File: config.mk
export PLATFORM = sky130hd
export DESIGN_NAME = bem_ctrl
export DESIGN_NICKNAME = d
export VERILOG_FILES = /design/src/hw/rtl/bem_pkg.sv /design/src/hw/rtl/bem_ctrl.sv
export SDC_FILE = /design/constraint.sdc
export NUM_CORES = 1
export LEC_CHECK = 0
export ABC_AREA = 1
export BUFFER_PORTS_ARGS = -buffer_cell sky130_fd_sc_hd__buf_2
export CAP_MARGIN = 20
export CORE_MARGIN = 3
export CORE_UTILIZATION = 49
export CTS_CLUSTER_SIZE = 20
export DETAILED_ROUTE_END_ITERATION = 6
export PLACE_DENSITY = 0.76
export SYNTH_ARGS = -nofsm -noshare
export SYNTH_HDL_FRONTEND = slang
export SYNTH_SLANG_ARGS = --single-unit
File: constraint.sdc
create_clock -name clk_i -period 1.7 [get_ports clk_i]
set_clock_uncertainty 0.2 [all_clocks]
set_input_delay 0.17 -clock clk_i [delete_from_list [all_inputs] [get_ports clk_i]]
set_output_delay 0.17 -clock clk_i [all_outputs]
set_load 0.03 [all_outputs]
File: src/hw/rtl/bem_pkg.sv
// ---------------------------------------------------------------------------
// bem_pkg
// Shared types and constants for the battery energy metrics block.
// ---------------------------------------------------------------------------
package bem_pkg;

  localparam int unsigned StepW = 24;
  localparam int unsigned PctW  = 16;
  localparam int unsigned EnW   = 64;
  localparam logic [15:0] PctScale   = 16'd25600;
  localparam logic [23:0] StepReset  = 24'd65536;
  localparam logic [15:0] PctReset   = 16'd25600;

  typedef enum logic [0:0] {
    CMD_SAMPLE   = 1'b0,
    CMD_NEW_YEAR = 1'b1
  } cmd_e;

  typedef struct packed {
    logic [0:0]  command;
    logic [31:0] grid_power;
    logic [31:0] battery_power;
    logic [30:0] pv_to_battery;
    logic [30:0] grid_to_battery;
    logic [30:0] system_loss_power;
  } in_item_t;

  typedef struct packed {
    logic [15:0] conversion_efficiency;
    logic [15:0] roundtrip_efficiency;
    logic [15:0] pv_share_percent;
    logic [63:0] pv_charge_year;
    logic [63:0] grid_charge_year;
    logic [63:0] charge_year;
    logic [63:0] discharge_year;
    logic [63:0] import_year;
    logic [63:0] export_year;
    logic [63:0] total_loss_year;
    logic [63:0] system_loss_year;
  } out_item_t;

  // Division operand selector.
  typedef enum logic [1:0] {
    DIV_CONV  = 2'd0,
    DIV_ROUND = 2'd1,
    DIV_PV    = 2'd2
  } div_sel_e;

  // Controller to datapath commands.
  typedef struct packed {
    logic     load;      // capture input item
    logic     year_clr;  // clear annual totals except total loss
    logic     energy;    // update pre-division accumulators
    logic     div_start; // load divider operands
    div_sel_e div_sel;
    logic     div_step;  // one restoring step
    logic     div_store; // write quotient to its percent register
    logic     finish;    // charge/discharge/loss update
    logic     out_load;  // capture result
  } cmd_t;

  typedef struct packed {
    logic div_last; // final divider step this cycle
  } sts_t;

  function automatic logic [63:0] sat_add(input logic [63:0] a, input logic [63:0] b);
    logic [64:0] s;
    s = {1'b0, a} + {1'b0, b};
    return s[64] ? '1 : s[63:0];
  endfunction

endpackage

File: src/hw/rtl/bem_ctrl.sv
// ---------------------------------------------------------------------------
// bem_ctrl
// Sequencer: accept; energy, three serial divisions, or year clear; result.
// ---------------------------------------------------------------------------
module bem_ctrl (
  input  logic           clk_i,
  input  logic           rst_ni,
  input  logic           in_valid_i,
  input  logic           in_cmd_i,
  output logic           in_ready_o,
  output logic           out_valid_o,
  input  logic           out_ready_i,
  input  bem_pkg::sts_t  sts_i,
  output bem_pkg::cmd_t  cmd_o
);

  typedef enum logic [6:0] {
    S_IDLE   = 7'b0000001,
    S_ENERGY = 7'b0000010,
    S_DSTART = 7'b0000100,
    S_DRUN   = 7'b0001000,
    S_FINISH = 7'b0010000,
    S_YEAR   = 7'b0100000,
    S_OUT    = 7'b1000000
  } state_e;

  state_e             state_q, state_d;
  bem_pkg::div_sel_e  sel_q, sel_d;
  logic               out_valid_q, out_valid_d;

  logic out_free;
  assign out_free   = !out_valid_q || out_ready_i;
  assign in_ready_o = (state_q == S_IDLE);
  assign out_valid_o = out_valid_q;

  always_comb begin
    state_d     = state_q;
    sel_d       = sel_q;
    out_valid_d = out_valid_q && !out_ready_i;
    cmd_o       = '0;
    cmd_o.div_sel = sel_q;
    case (state_q)
      S_IDLE: begin
        if (in_valid_i) begin
          cmd_o.load = 1'b1;
          state_d = (in_cmd_i == bem_pkg::CMD_NEW_YEAR) ? S_YEAR : S_ENERGY;
        end
      end
      S_YEAR: begin
        cmd_o.year_clr = 1'b1;
        state_d = S_OUT;
      end
      S_ENERGY: begin
        cmd_o.energy = 1'b1;
        sel_d = bem_pkg::DIV_CONV;
        state_d = S_DSTART;
      end
      S_DSTART: begin
        cmd_o.div_start = 1'b1;
        state_d = S_DRUN;
      end
      S_DRUN: begin
        cmd_o.div_step = 1'b1;
        if (sts_i.div_last) begin
          cmd_o.div_store = 1'b1;
          case (sel_q)
            bem_pkg::DIV_CONV:  begin sel_d = bem_pkg::DIV_ROUND; state_d = S_DSTART; end
            bem_pkg::DIV_ROUND: begin sel_d = bem_pkg::DIV_PV; state_d = S_DSTART; end
            default:            state_d = S_FINISH;
          endcase
        end
      end
      S_FINISH: begin
        cmd_o.finish = 1'b1;
        state_d = S_OUT;
      end
      S_OUT: begin
        if (out_free) begin
          cmd_o.out_load = 1'b1;
          out_valid_d = 1'b1;
          state_d = S_IDLE;
        end
      end
      default: state_d = S_IDLE;
    endcase
  end

  always_ff @(posedge clk_i or negedge rst_ni) begin
    if (!rst_ni) begin
      state_q     <= S_IDLE;
      sel_q       <= bem_pkg::DIV_CONV;
      out_valid_q <= 1'b0;
    end else begin
      state_q     <= state_d;
      sel_q       <= sel_d;
      out_valid_q <= out_valid_d;
    end
  end

endmodule

# --- Word level (Yosys, flattened, before mapping) ---
# Cells that the tools add are included.
# Widths: inputs -> output; s select.
word_totals:
  mem_bits_ro: 0
  latchBits: 0
  word_cells: 46
  mem_count: 0
  in_bits: 6
  reg_bits: 10
  out_inout_bits: 12
  ram_bits: 0
op_classes:
  n_div: 0
  multipliers: 0
  add_sub_neg: 0
  order_cmp: 0
  n_mux: 21
  reduce_logical: 10
  n_bitwise: 0
  shifts: 0
  eq_ne: 12
ops:
  columns: ["op", "count"]
  rows:
  - ["$pmux 7 s6", 1]
  - ["$mux 7", 3]
  - ["$mux 1", 11]
  - ["$pmux 2 s2", 2]
  - ["$eq 7x1->1 const B", 1]
  - ["$eq 7x2->1 const B", 1]
  - ["$eq 7x3->1 const B", 1]
  - ["$eq 7x4->1 const B", 1]
  - ["$eq 7x5->1 const B", 1]
  - ["$eq 7x6->1 const B", 1]
  - ["$eq 7x7->1 const B", 1]
  - ["$mux 6", 1]
  - ["$ne 2x2->1 const B", 3]
  - ["$reduce_and 3->1", 2]
  - ["$mux 5", 1]
  - ["$mux 2", 2]
  - ["$reduce_or 2->1", 2]
  - ["$ne 3x1->1 const B", 1]
  - ["$eq 2x1->1 const B", 1]
  - ["$logic_not 1->1", 2]
  - ["$logic_not 2->1", 1]
  - ["$reduce_bool 2->1", 1]
  - ["$logic_and 1x1->1", 1]
  - ["$logic_or 1x1->1", 1]

# --- Logic depth before layout (Yosys ltp) ---
# Gate-level depths: netlist of the first run.
logic_depth:
  ltp_word: 5
  depth_mapped: 8
  mapped_depth_nobuf: 8

# --- Least setup slack after synthesis of the first run ---
# No wires, ideal clock.
synth_timing:
  path_type: "register to output"
  start: "reg state_q[6]"
  end: "out cmd_o[2] (netlist bit)"
  arrival_ns: 1.173
  required_time_ns: 1.330
  path_slack_ns: 0.157
  path_stages_with_launch: 6
  n_path_buf: 0
  path_cell_list: "dfrtp_1 -> inv_2 -> nand2_2 -> nor2_4 -> nand2_2 -> nor2_1"
synth_rtl:
  columns: ["element", "line_no", "source"]
  rows:
  - ["start, declared", "bem_ctrl.sv:27", "state_e state_q, state_d;"]
  - ["start signal, assigned", "bem_ctrl.sv:94", "state_q <= state_d;"]
  - ["end, declared", "bem_ctrl.sv:14", "output bem_pkg::cmd_t cmd_o"]

==> reports/results.tsv, run 1 <==
stage	metric	value	unit
timing	Fmax achieved	0.581	GHz
run	max cap viols	0	
worst_setup_path	cell type of the slowest stage on the worst timing path	sky130_fd_sc_hd__dfrtp_1	
floorplan	floorplan die area	1790	sq um
synthesis	total nets after synthesis	95	
grt	fraction of met3 tracks used by global routing	0.0429	
synthesis	flip-flop and latch count after synthesis	10	
clocking	clock buffer count from CTS	3	
grt	largest net degree at the start of global routing	11	
finish	final net count	128	
clocking	buffer levels on the longest clock path	2	
min_path	Hold Crit Start	sts_i	
synthesis	Post-Synthesis Cells	89	
clocking	number of levels the H-tree was split into	1	
timing	setup repair after global routing missed its margin	yes	
power	switching share of power	0.457	
routing	Via Count	657	
synthesis	number of distinct library cells after synthesis	17	
power	clock group share of total power	0.169	
routing	Pre-Repair DR Iteration Count	4	
routing	mean number of vias per cell	4.87	
placed_design	HPWL Detailed	1010	um
worst_setup_path	ordered cell list for the critical path	buf_4 > nor2_1 > nand4_1 > inv_1 > clkbuf_4	
power	cell internal power dissipation	691	uW
worst_setup_path	Critical Path Sink Type	output port	
floorplan	initial core utilization	0.550	
worst_setup_path	reg-to-reg critical path endpoint	sel_q[0]	
grt	most heavily used metal layer in global routing	met2	
worst_setup_path	internal reg-to-reg setup slack	0.02	ns
finish	Post-Layout Inst Area	932	sq um
power	Leak Pwr	0.542	nW
timing	Hold Worst Slack	0.0331	ns
power	power density of the placed cells	1370	nW/um^2
worst_setup_path	type of the worst setup path	reg2out	
timing	period utilisation layout	1.01	
clocking	CTS clk-pin slew, worst paths	0.07	ns
worst_setup_path	depth of the worst register-to-register path	10	
clocking	clock tree from TritonCTS	done	
power	switching power total	582	uW
synthesis	top cells by area, synth	sky130_fd_sc_hd__dfrtp_1 35%, sky130_fd_sc_hd__inv_1 9.3%, sky130_fd_sc_hd__nand2_1 9.3%	
timing	sum of negative setup slack	-0.0731	ns
worst_setup_path	cell count along the critical path	5	
placed_design	Post-Place Cell Area	747	sq um
placed_design	pre-CTS setup slack	0.225	ns
min_path	worst hold path cell count	4	
timing	Max-slew headroom	0.843	
grt	met2 demand-to-capacity share in global routing	0.295	
synthesis	Yosys Warn Count	0	
finish	share of the core filled with cells in the final layout	0.796	
grt	met1 layer usage reported by global route	0.194	
placed_design	dpl cells	120	
timing	Slew Limit Fails	0	
power	share of power burned in combinational logic	0.558	
floorplan	core outline area	1170	sq um
finish	non-filler cells in the finished layout	135	
power	Final Total Pwr	1.27	mW
routing	total routed wirelength	1530	um
worst_setup_path	crit-path max cell delay	0.40	ns
worst_setup_path	signal arrival time at the worst endpoint	1.35	ns
grt	Total GRT Usage	0.167	
timing	Hold Violations, Final	0	
worst_setup_path	Worst setup SP type	flop	
finish	share of post-route cells with drive strength above 1	0.455	
floorplan	height of the chip	42.3	um
synthesis	Synth Area per Inst	7.24	sq um
synthesis	portion of the post-synthesis area used by sequential elements	0.390	
clocking	CTS root buffer	sky130_fd_sc_hd__clkbuf_4	
status	violations in the final reports	negative setup slack	
floorplan	number of primary I/O pins	18	
min_path	hold worst-path end	state_q[3]	
worst_setup_path	CP Max Fanout	3	
finish	commonest non-fill, non-tap cell in the layout	sky130_fd_sc_hd__nand2_1	
status	result of the run	finished, violations left	
clocking	clock insertion delay at the later pin of the skew report	0.27	ns
synthesis	fraction of synthesized cell area taken by the top area cell type	0.350	
routing	residual DRC count	0	
min_path	type of the worst min-delay path	in2reg	
finish	Syn-to-layout area delta	44.7	%
synthesis	largest area contributor in the synthesized netlist	sky130_fd_sc_hd__dfrtp_1	
placed_design	Port Buf Inserts	17	
finish	highest-count cells in the layout ignoring fill and taps	15 x sky130_fd_sc_hd__nand2_1, 14 x sky130_fd_sc_hd__inv_1, 12 x sky130_fd_sc_hd__nor2_1	
timing	slew at the pin closest to its max-slew limit	0.235	ns
floorplan	# rows	12	
power	Seq pwr share	0.273	
worst_setup_path	delay-heaviest family, CP	buffers and inverters	
timing	final critical delay including setup and external delays	1.72	ns
placed_design	routability-driven placement congestion ratio	0.820	
grt	first-pass GRT wire length	2280	um
power	largest vdd supply drop	1.02	mV
finish	count of antenna diodes in the layout	0	
worst_setup_path	buffering stage count on the worst path with inverters included	3	
timing	count of endpoints failing setup in the final report	5	
worst_setup_path	startpoint of the lowest-slack register-to-register path	state_q[6]	
grt	overflow left after global routing	0	
grt	via count of the first global-routing pass	567	
routing	1st-iter DRT viols	10	
worst_setup_path	required time reported for the critical path endpoint	1.33	ns
synthesis	area of the mapped netlist	644	sq um
clocking	CTS Sinks	10	
routing	Routed WL per cell	11.3	um
grt	antenna violations before repair	0	
timing	final worst setup slack	-0.0213	ns
floorplan	chip width	42.3	um
routing	Routed Antenna Nets	0	
sequential cells by signal, indices dropped and copies added (netlist names):
register / count
out_valid_o: 1
sel_q: 2
state_q: 7
power groups by stage:
| stage | combinational, mW | sequential, mW | clock (mW) |
|---|---|---|---|
| after floorplan | 0.428 | 0.373 | 0 |
| after global placement | 0.573 | 0.343 | 0 |
| after detailed placement | 0.578 | 0.347 | 0 |
| after CTS | 0.627 | 0.345 | 0.217 |
| after global routing | 0.773 | 0.356 | 0.234 |
| final | 0.711 | 0.348 | 0.215 |
final cells by class:
type                    count  area (sq um)
repair buffers             28           219
inverters                  20          75.1
flip-flops and latches     10           251
multi-input cells          59           333
clock buffers               4          36.3
fillers                    84           239
well taps                  14          17.5
synthesized netlist by cell type:
cell	n
sky130_fd_sc_hd__a21oi_1	1
sky130_fd_sc_hd__dfrtp_1	9
sky130_fd_sc_hd__dfstp_2	1
sky130_fd_sc_hd__inv_1	16
sky130_fd_sc_hd__inv_2	4
sky130_fd_sc_hd__nand2_1	16
sky130_fd_sc_hd__nand2_2	6
sky130_fd_sc_hd__nand2_4	1
sky130_fd_sc_hd__nand3_1	8
sky130_fd_sc_hd__nand4_1	1
sky130_fd_sc_hd__nor2_1	13
sky130_fd_sc_hd__nor2_2	3
sky130_fd_sc_hd__nor2_4	4
sky130_fd_sc_hd__nor3_1	2
sky130_fd_sc_hd__nor3b_2	1
sky130_fd_sc_hd__o21ai_0	1
sky130_fd_sc_hd__o21ai_2	2
logic make-up after synthesis:
group	share of synthesized area
simple gates	0.451
buf+inv	0.117
flops	0.390
compound gates	0.0427
routing by layer:
layer  vias to the layer above  part of all wire
li1                        332                 -
met5                         -                 0
met2                        25              0.48
met3                         6             0.069
met1                       294              0.41
met4                         0             0.036
worst reg2reg max path, stage by stage, from the launching register on:
cell and delay (ns):
sky130_fd_sc_hd__dfrtp_1 0.40, sky130_fd_sc_hd__inv_2 0.08, sky130_fd_sc_hd__nand2_2 0.07, sky130_fd_sc_hd__nor2_4 0.19, sky130_fd_sc_hd__nand2_2 0.10, sky130_fd_sc_hd__buf_4 0.14, sky130_fd_sc_hd__buf_4 0.14, sky130_fd_sc_hd__nand2_2 0.08
sky130_fd_sc_hd__nand2_2 0.07, sky130_fd_sc_hd__nand2_1 0.06, sky130_fd_sc_hd__nand2_1 0.04
worst max-delay path by stage:
stage | start | end | slack [ns]
global route | state_q[5] | cmd_o[2] | -0.11
finish | state_q[6] | cmd_o[1] | -0.02
global placement | state_q[0] | cmd_o[9] | 0.23
detailed placement | state_q[0] | cmd_o[9] | 0.23
CTS | state_q[0] | cmd_o[9] | -0.02
floorplan | state_q[6] | cmd_o[2] | 0.16
repair_timing:
action / 4_1_cts / 5_1_grt
endpoints found under the hold margin: 14 / 0
buffers inserted: 1 / 6
setup endpoints to repair: 8 / 9
hold buffers: 4 / 0
resized for setup: 9 / 11
pin swaps: 0 / 4
Note: power is estimated with default switching activity, not from simulation.
==> run 2: changes to the inputs <==
- PLACE_DENSITY: 0.76 -> 0.77
==> reports/results.tsv, run 2 (synthesized netlist as in run 1, its figures left out) <==
stage	metric	value	unit	change
clocking	clock insertion delay at the later pin of the skew report	0.27	ns	about the same
floorplan	floorplan die area	1790	sq um	unchanged
routing	mean number of vias per cell	4.93		was 4.87
placed_design	pre-CTS setup slack	0.231	ns	was 0.225 ns
timing	final critical delay including setup and external delays	1.75	ns	was 1.72 ns
clocking	buffer levels on the longest clock path	2		unchanged
finish	non-filler cells in the finished layout	130		was 135
worst_setup_path	most prevalent standard cell on the critical path	sky130_fd_sc_hd__nor2_4		
routing	DR WL met3	54	um	was 105 um
timing	Hold Violations, Final	0		unchanged
routing	Via Count	641		was 657
placed_design	dpl cells	120		unchanged
status	violations in the final reports	negative setup slack		unchanged
timing	Fmax achieved	0.571	GHz	was 0.581 GHz
worst_setup_path	signal arrival time at the worst endpoint	1.38	ns	was 1.35 ns
routing	residual DRC count	0		unchanged
finish	share of post-route cells with drive strength above 1	0.474		was 0.455
clocking	clock tree from TritonCTS	done		unchanged
routing	Pre-Repair DR Iteration Count	4		unchanged
power	switching share of power	0.484		was 0.457
finish	final net count	123		was 128
grt	via count of the first global-routing pass	583		was 567
worst_setup_path	Critical Path Sink Type	output port		unchanged
routing	wire length on met1	664	um	was 632 um
timing	Max-slew headroom	0.842		was 0.843
finish	share of the core filled with cells in the final layout	0.765		was 0.796
timing	count of endpoints failing setup in the final report	4		was 5
power	share of power burned in combinational logic	0.577		was 0.558
power	Leak Pwr	0.516	nW	was 0.542 nW
grt	Total GRT Usage	0.187		was 0.167
power	Seq pwr share	0.286		was 0.273
clocking	CTS Sinks	10		unchanged
grt	antenna violations before repair	0		unchanged
finish	register ranked first by flip-flop count	state_q		unchanged
worst_setup_path	internal reg-to-reg setup slack	0.15	ns	was 0.02 ns
placed_design	HPWL Detailed	1060	um	was 1010 um
clocking	clock buffer count from CTS	3		unchanged
power	cell internal power dissipation	643	uW	was 691 uW
worst_setup_path	type of the worst setup path	reg2out		unchanged
clocking	number of levels the H-tree was split into	1		unchanged
routing	met2 wire length	849	um	was 735 um
worst_setup_path	Worst setup SP type	flop		unchanged
min_path	type of the worst min-delay path	in2reg		unchanged
floorplan	initial core utilization	0.550		unchanged
timing	sum of negative setup slack	-0.169	ns	was -0.0731 ns
status	result of the run	finished, violations left		unchanged
placed_design	routability-driven placement congestion ratio	0.838		was 0.820
timing	final worst setup slack	-0.0505	ns	was -0.0213 ns
routing	Routed WL per cell	12.3	um	was 11.3 um
worst_setup_path	crit-path max cell delay	0.42	ns	was 0.40 ns
run	max cap viols	0		unchanged
grt	first-pass GRT wire length	2520	um	was 2280 um
power	largest vdd supply drop	1.08	mV	was 1.02 mV
worst_setup_path	buffering stage count on the worst path with inverters included	2		was 3
routing	1st-iter DRT viols	12		was 10
finish	Syn-to-layout area delta	39.0	%	was 44.7%
finish	highest-count cells in the layout ignoring fill and taps	13 x sky130_fd_sc_hd__nand2_1, 13 x sky130_fd_sc_hd__inv_1, 10 x sky130_fd_sc_hd__nor2_1		was 15 x sky130_fd_sc_hd__nand2_1, 14 x sky130_fd_sc_hd__inv_1, 12 x sky130_fd_sc_hd__nor2_1
routing	Routed Antenna Nets	0		unchanged
worst_setup_path	ordered cell list for the critical path	inv_2 > nand2_2 > nor2_4 > nand2_4 > nor2_4 > buf_6		was buf_4 > nor2_1 > nand4_1 > inv_1 > clkbuf_4
power	switching power total	604	uW	was 582 uW
routing	total routed wirelength	1590	um	was 1530 um
floorplan	height of the chip	42.3	um	unchanged
timing	period utilisation layout	1.03		was 1.01
timing	setup repair after global routing missed its margin	yes		unchanged
worst_setup_path	required time reported for the critical path endpoint	1.33	ns	about the same
clocking	CTS root buffer	sky130_fd_sc_hd__clkbuf_4		unchanged
floorplan	# rows	12		unchanged
finish	count of antenna diodes in the layout	0		unchanged
timing	slew at the pin closest to its max-slew limit	0.234	ns	was 0.235 ns
timing	Slew Limit Fails	0		unchanged
grt	largest net degree at the start of global routing	11		unchanged
clocking	CTS clk-pin slew, worst paths	0.06	ns	was 0.07 ns
finish	max FFs per register	7		unchanged
placed_design	Port Buf Inserts	17		unchanged
floorplan	core outline area	1170	sq um	unchanged
power	clock group share of total power	0.137		was 0.169
routing	top routing layer used	met4		unchanged
worst_setup_path	cell type of the slowest stage on the worst timing path	sky130_fd_sc_hd__dfrtp_1		unchanged
finish	filler instances	84		unchanged
worst_setup_path	delay-heaviest family, CP	simple AND/OR/NAND/NOR gates		was buffers and inverters
timing	Hold Worst Slack	0.0229	ns	was 0.0331 ns
worst_setup_path	CP Max Fanout	5		was 3
floorplan	number of primary I/O pins	18		unchanged
floorplan	chip width	42.3	um	unchanged
power	power density of the placed cells	1390	nW/um^2	was 1370 nW/um^2
grt	overflow left after global routing	0		unchanged
-- run 2: final cells by class --
cell class,instances,area (sq um),share of cell area
multi-input cells,59,353,0.394
well taps,14,17.5,0.0196
flip-flops and latches,10,253,0.282
clock buffers,4,26.3,0.0293
inverters,20,75.1,0.0838
repair buffers,23,171,0.191
-- run 2: per-layer routing --
layer	vias to the layer above	GRT usage
met5	-	0
met4	0	0.0745
met2	15	0.316
met3	4	0.0258
li1	321	-
met1	301	0.238
-- run 2: repair_timing --
action,CTS,global route
pin swaps,1,5
buffers inserted,1,1
hold endpoints to repair,14,0
setup endpoints to repair,6,9
resized for setup,10,16
hold buffers,4,0
-- run 2: metrics by stage --
step / total power, mW / instance area (sq um)
floorplan: 0.801 / 644
global placement: 0.914 / 747
detailed placement: 0.933 / 747
CTS: 1.15 / 850
global route: 1.34 / 896
finish: 1.25 / 896
-- run 2: final timing paths --
kind / startpoint / endpoint / cells after the start
setup / recovery: state_q[6] / cmd_o[9] / 6
hold reg to reg: sel_q[0] / sel_q[0] / 2
max in group asynchronous: rst_ni / state_q[0] / 2
hold / removal: sts_i / state_q[3] / 4
min in group asynchronous: rst_ni / sel_q[0] / 2
setup reg to reg: state_q[6] / sel_q[0] / 9
-- run 2: tightest hold or removal path, stage by stage --
cell,delay (ns)
sky130_fd_sc_hd__buf_2,0.07
sky130_fd_sc_hd__inv_1,0.06
sky130_fd_sc_hd__nand3_1,0.09
sky130_fd_sc_hd__nand2_1,0.05
-- run 2: power by group through the flow --
| stage | Clock, mW | Sequential (mW) | Combinational [mW] |
|---|---|---|---|
| after CTS | 0.170 | 0.344 | 0.635 |
| after detailed placement | 0 | 0.347 | 0.586 |
| final | 0.171 | 0.356 | 0.720 |
| after floorplan | 0 | 0.373 | 0.428 |
| after global placement | 0 | 0.343 | 0.571 |
| after global routing | 0.191 | 0.363 | 0.785 |
==> run 3: changes to the inputs <==
- PLACE_DENSITY: 0.77 -> 0.74
==> reports/results.tsv, run 3 (synthesized netlist as in run 1, its figures left out) <==
stage	metric	value	unit	change
floorplan	initial core utilization	0.550		unchanged
grt	antenna violations before repair	0		unchanged
finish	filler instances	75		was 84
timing	setup repair after global routing missed its margin	yes		unchanged
grt	via count of the first global-routing pass	563		was 583
routing	Routed Antenna Nets	0		unchanged
floorplan	# rows	12		unchanged
placed_design	routability-driven placement congestion ratio	0.831		was 0.838
routing	total routed wirelength	1530	um	was 1590 um
timing	Max-slew headroom	0.835		was 0.842
finish	Syn-to-layout area delta	49.3	%	was 39.0%
worst_setup_path	signal arrival time at the worst endpoint	1.38	ns	about the same
timing	Slew Limit Fails	0		unchanged
floorplan	number of primary I/O pins	18		unchanged
worst_setup_path	delay-heaviest family, CP	simple AND/OR/NAND/NOR gates		unchanged
worst_setup_path	most prevalent standard cell on the critical path	sky130_fd_sc_hd__nor2_4		unchanged
placed_design	HPWL Detailed	1030	um	was 1060 um
worst_setup_path	buffering stage count on the worst path with inverters included	2		unchanged
placed_design	Post-Place Cell Area	747	sq um	unchanged
finish	register ranked first by flip-flop count	state_q		unchanged
timing	Hold Worst Slack	0.0756	ns	was 0.0229 ns
clocking	clock buffer count from CTS	3		unchanged
grt	largest net degree at the start of global routing	11		unchanged
routing	Routed WL per cell	11.4	um	was 12.3 um
routing	Pre-Repair DR Iteration Count	4		unchanged
finish	commonest non-fill, non-tap cell in the layout	sky130_fd_sc_hd__inv_1		
finish	final net count	127		was 123
worst_setup_path	crit-path max cell delay	0.42	ns	about the same
clocking	clock tree from TritonCTS	done		unchanged
finish	area of the multi-input gates	375	sq um	was 353 sq um
grt	first-pass GRT wire length	2470	um	was 2520 um
finish	highest-count cells in the layout ignoring fill and taps	14 x sky130_fd_sc_hd__inv_1, 13 x sky130_fd_sc_hd__nand2_1, 9 x sky130_fd_sc_hd__nor2_1		was 13 x sky130_fd_sc_hd__nand2_1, 13 x sky130_fd_sc_hd__inv_1, 10 x sky130_fd_sc_hd__nor2_1
timing	final worst setup slack	-0.0457	ns	was -0.0505 ns
finish	Sequential Area	253	sq um	unchanged
timing	final critical delay including setup and external delays	1.75	ns	about the same
floorplan	chip width	42.3	um	unchanged
finish	count of antenna diodes in the layout	0		unchanged
clocking	buffer levels on the longest clock path	2		unchanged
worst_setup_path	CP Max Fanout	5		unchanged
worst_setup_path	Worst setup SP type	flop		unchanged
timing	period utilisation layout	1.03		about the same
finish	share of the core filled with cells in the final layout	0.822		was 0.765
power	Leak Pwr	0.542	nW	was 0.516 nW
floorplan	height of the chip	42.3	um	unchanged
clocking	number of levels the H-tree was split into	1		unchanged
routing	mean number of vias per cell	4.67		was 4.93
timing	Hold Violations, Final	0		unchanged
clocking	CTS root buffer	sky130_fd_sc_hd__clkbuf_4		unchanged
floorplan	core outline area	1170	sq um	unchanged
status	result of the run	finished, violations left		unchanged
power	largest vdd supply drop	1.01	mV	was 1.08 mV
placed_design	Port Buf Inserts	17		unchanged
run	max cap viols	0		unchanged
status	violations in the final reports	negative setup slack		unchanged
power	Final Total Pwr	1.30	mW	was 1.25 mW
clocking	CTS Sinks	10		unchanged
timing	count of endpoints failing setup in the final report	5		was 4
routing	Via Count	626		was 641
worst_setup_path	cell type of the slowest stage on the worst timing path	sky130_fd_sc_hd__dfrtp_1		unchanged
timing	Fmax achieved	0.573	GHz	was 0.571 GHz
clocking	clock insertion delay at the later pin of the skew report	0.26	ns	was 0.27 ns
grt	overflow left after global routing	0		unchanged
grt	Total GRT Usage	0.176		was 0.187
min_path	type of the worst min-delay path	in2reg		unchanged
routing	residual DRC count	0		unchanged
clocking	CTS clk-pin slew, worst paths	0.07	ns	was 0.06 ns
finish	Post-Layout Inst Area	962	sq um	was 896 sq um
timing	sum of negative setup slack	-0.0922	ns	was -0.169 ns
timing	slew at the pin closest to its max-slew limit	0.247	ns	was 0.234 ns
floorplan	floorplan die area	1790	sq um	unchanged
worst_setup_path	required time reported for the critical path endpoint	1.33	ns	about the same
finish	max FFs per register	7		unchanged
worst_setup_path	Critical Path Sink Type	output port		unchanged
worst_setup_path	ordered cell list for the critical path	inv_2 > nand2_2 > nor2_4 > nand2_4 > nor2_4 > buf_6		unchanged
power	power density of the placed cells	1350	nW/um^2	was 1390 nW/um^2
worst_setup_path	type of the worst setup path	reg2out		unchanged
finish	share of post-route cells with drive strength above 1	0.492		was 0.474
routing	1st-iter DRT viols	11		was 12
-- run 3: cell types whose count changed in the layout (fill, tap and decap cells not counted) --
| cell | previous run | this run |
|---|---|---|
| sky130_fd_sc_hd__nand2_2 | 8 | 5 |
| sky130_fd_sc_hd__clkbuf_4 | 3 | 4 |
| sky130_fd_sc_hd__buf_2 | 9 | 8 |
| sky130_fd_sc_hd__inv_2 | 7 | 6 |
| sky130_fd_sc_hd__inv_1 | 13 | 14 |
| sky130_fd_sc_hd__buf_4 | 7 | 8 |
| sky130_fd_sc_hd__nor2_4 | 6 | 7 |
| sky130_fd_sc_hd__nand2_4 | 2 | 5 |
| sky130_fd_sc_hd__buf_6 | 3 | 6 |
| sky130_fd_sc_hd__nor2_1 | 10 | 9 |
-- run 3: path summary, 6_finish.rpt --
| kind | to | depth (start not counted) | slack [ns] | start |
|---|---|---|---|---|
| max | cmd_o[9] | 6 | -0.05 | state_q[5] |
| min | state_q[3] | 4 | 0.08 | sts_i |
| max reg2reg | state_q[0] | 9 | 0.12 | state_q[5] |
| min reg2reg | sel_q[0] | 2 | 0.33 | sel_q[0] |
| max in group asynchronous | state_q[0] | 2 | 0.93 | rst_ni |
| min in group asynchronous | sel_q[1] | 2 | 0.10 | rst_ni |
-- run 3: what timing repair did --
item                                    4_1_cts  5_1_grt
gates resized for setup                      12       24
setup buffers                                 3        3
pin swaps                                     3        5
endpoints found under the setup margin        6        9
hold endpoints to repair                     14        0
hold buffers                                  4        0
-- run 3: worst reg2reg max path: cells and delay by family, from the launching register on --
family	cells	cell delay [ns]
AND/OR/NAND/NOR	7	0.65
buffers and inverters	2	0.24
flip-flops	1	0.42
-- run 3: report_power, final --
part	internal [mW]	switching (mW)	leakage (nW)	total [mW]
combinational	0.296	0.482	0.394	0.778
clock	0.0902	0.0740	0.0150	0.164
sequential	0.298	0.0550	0.133	0.353
-- run 3: through the flow --
step | instances | worst slack (ns)
after floorplan | 89 | 0.157
after global placement | 120 | 0.237
after detailed placement | 120 | 0.226
after CTS | 131 | -0.0177
after global routing | 134 | -0.116
final | 134 | -0.0457
-- run 3: area by class of cell --
cell class / count / area share
Multi-Input combinational cell: 59 / 0.390
Clock buffer: 4 / 0.0273
Tap cell: 14 / 0.0182
Inverter: 20 / 0.0780
Sequential cell: 10 / 0.263
Timing Repair Buffer: 27 / 0.224
-- run 3: layer usage --
layer,up-vias,wire length [um],GRT usage
met4,0,19,0.0559
met3,4,60,0.0258
met2,13,783,0.277
li1,332,-,-
met1,277,664,0.247
met5,-,0,0
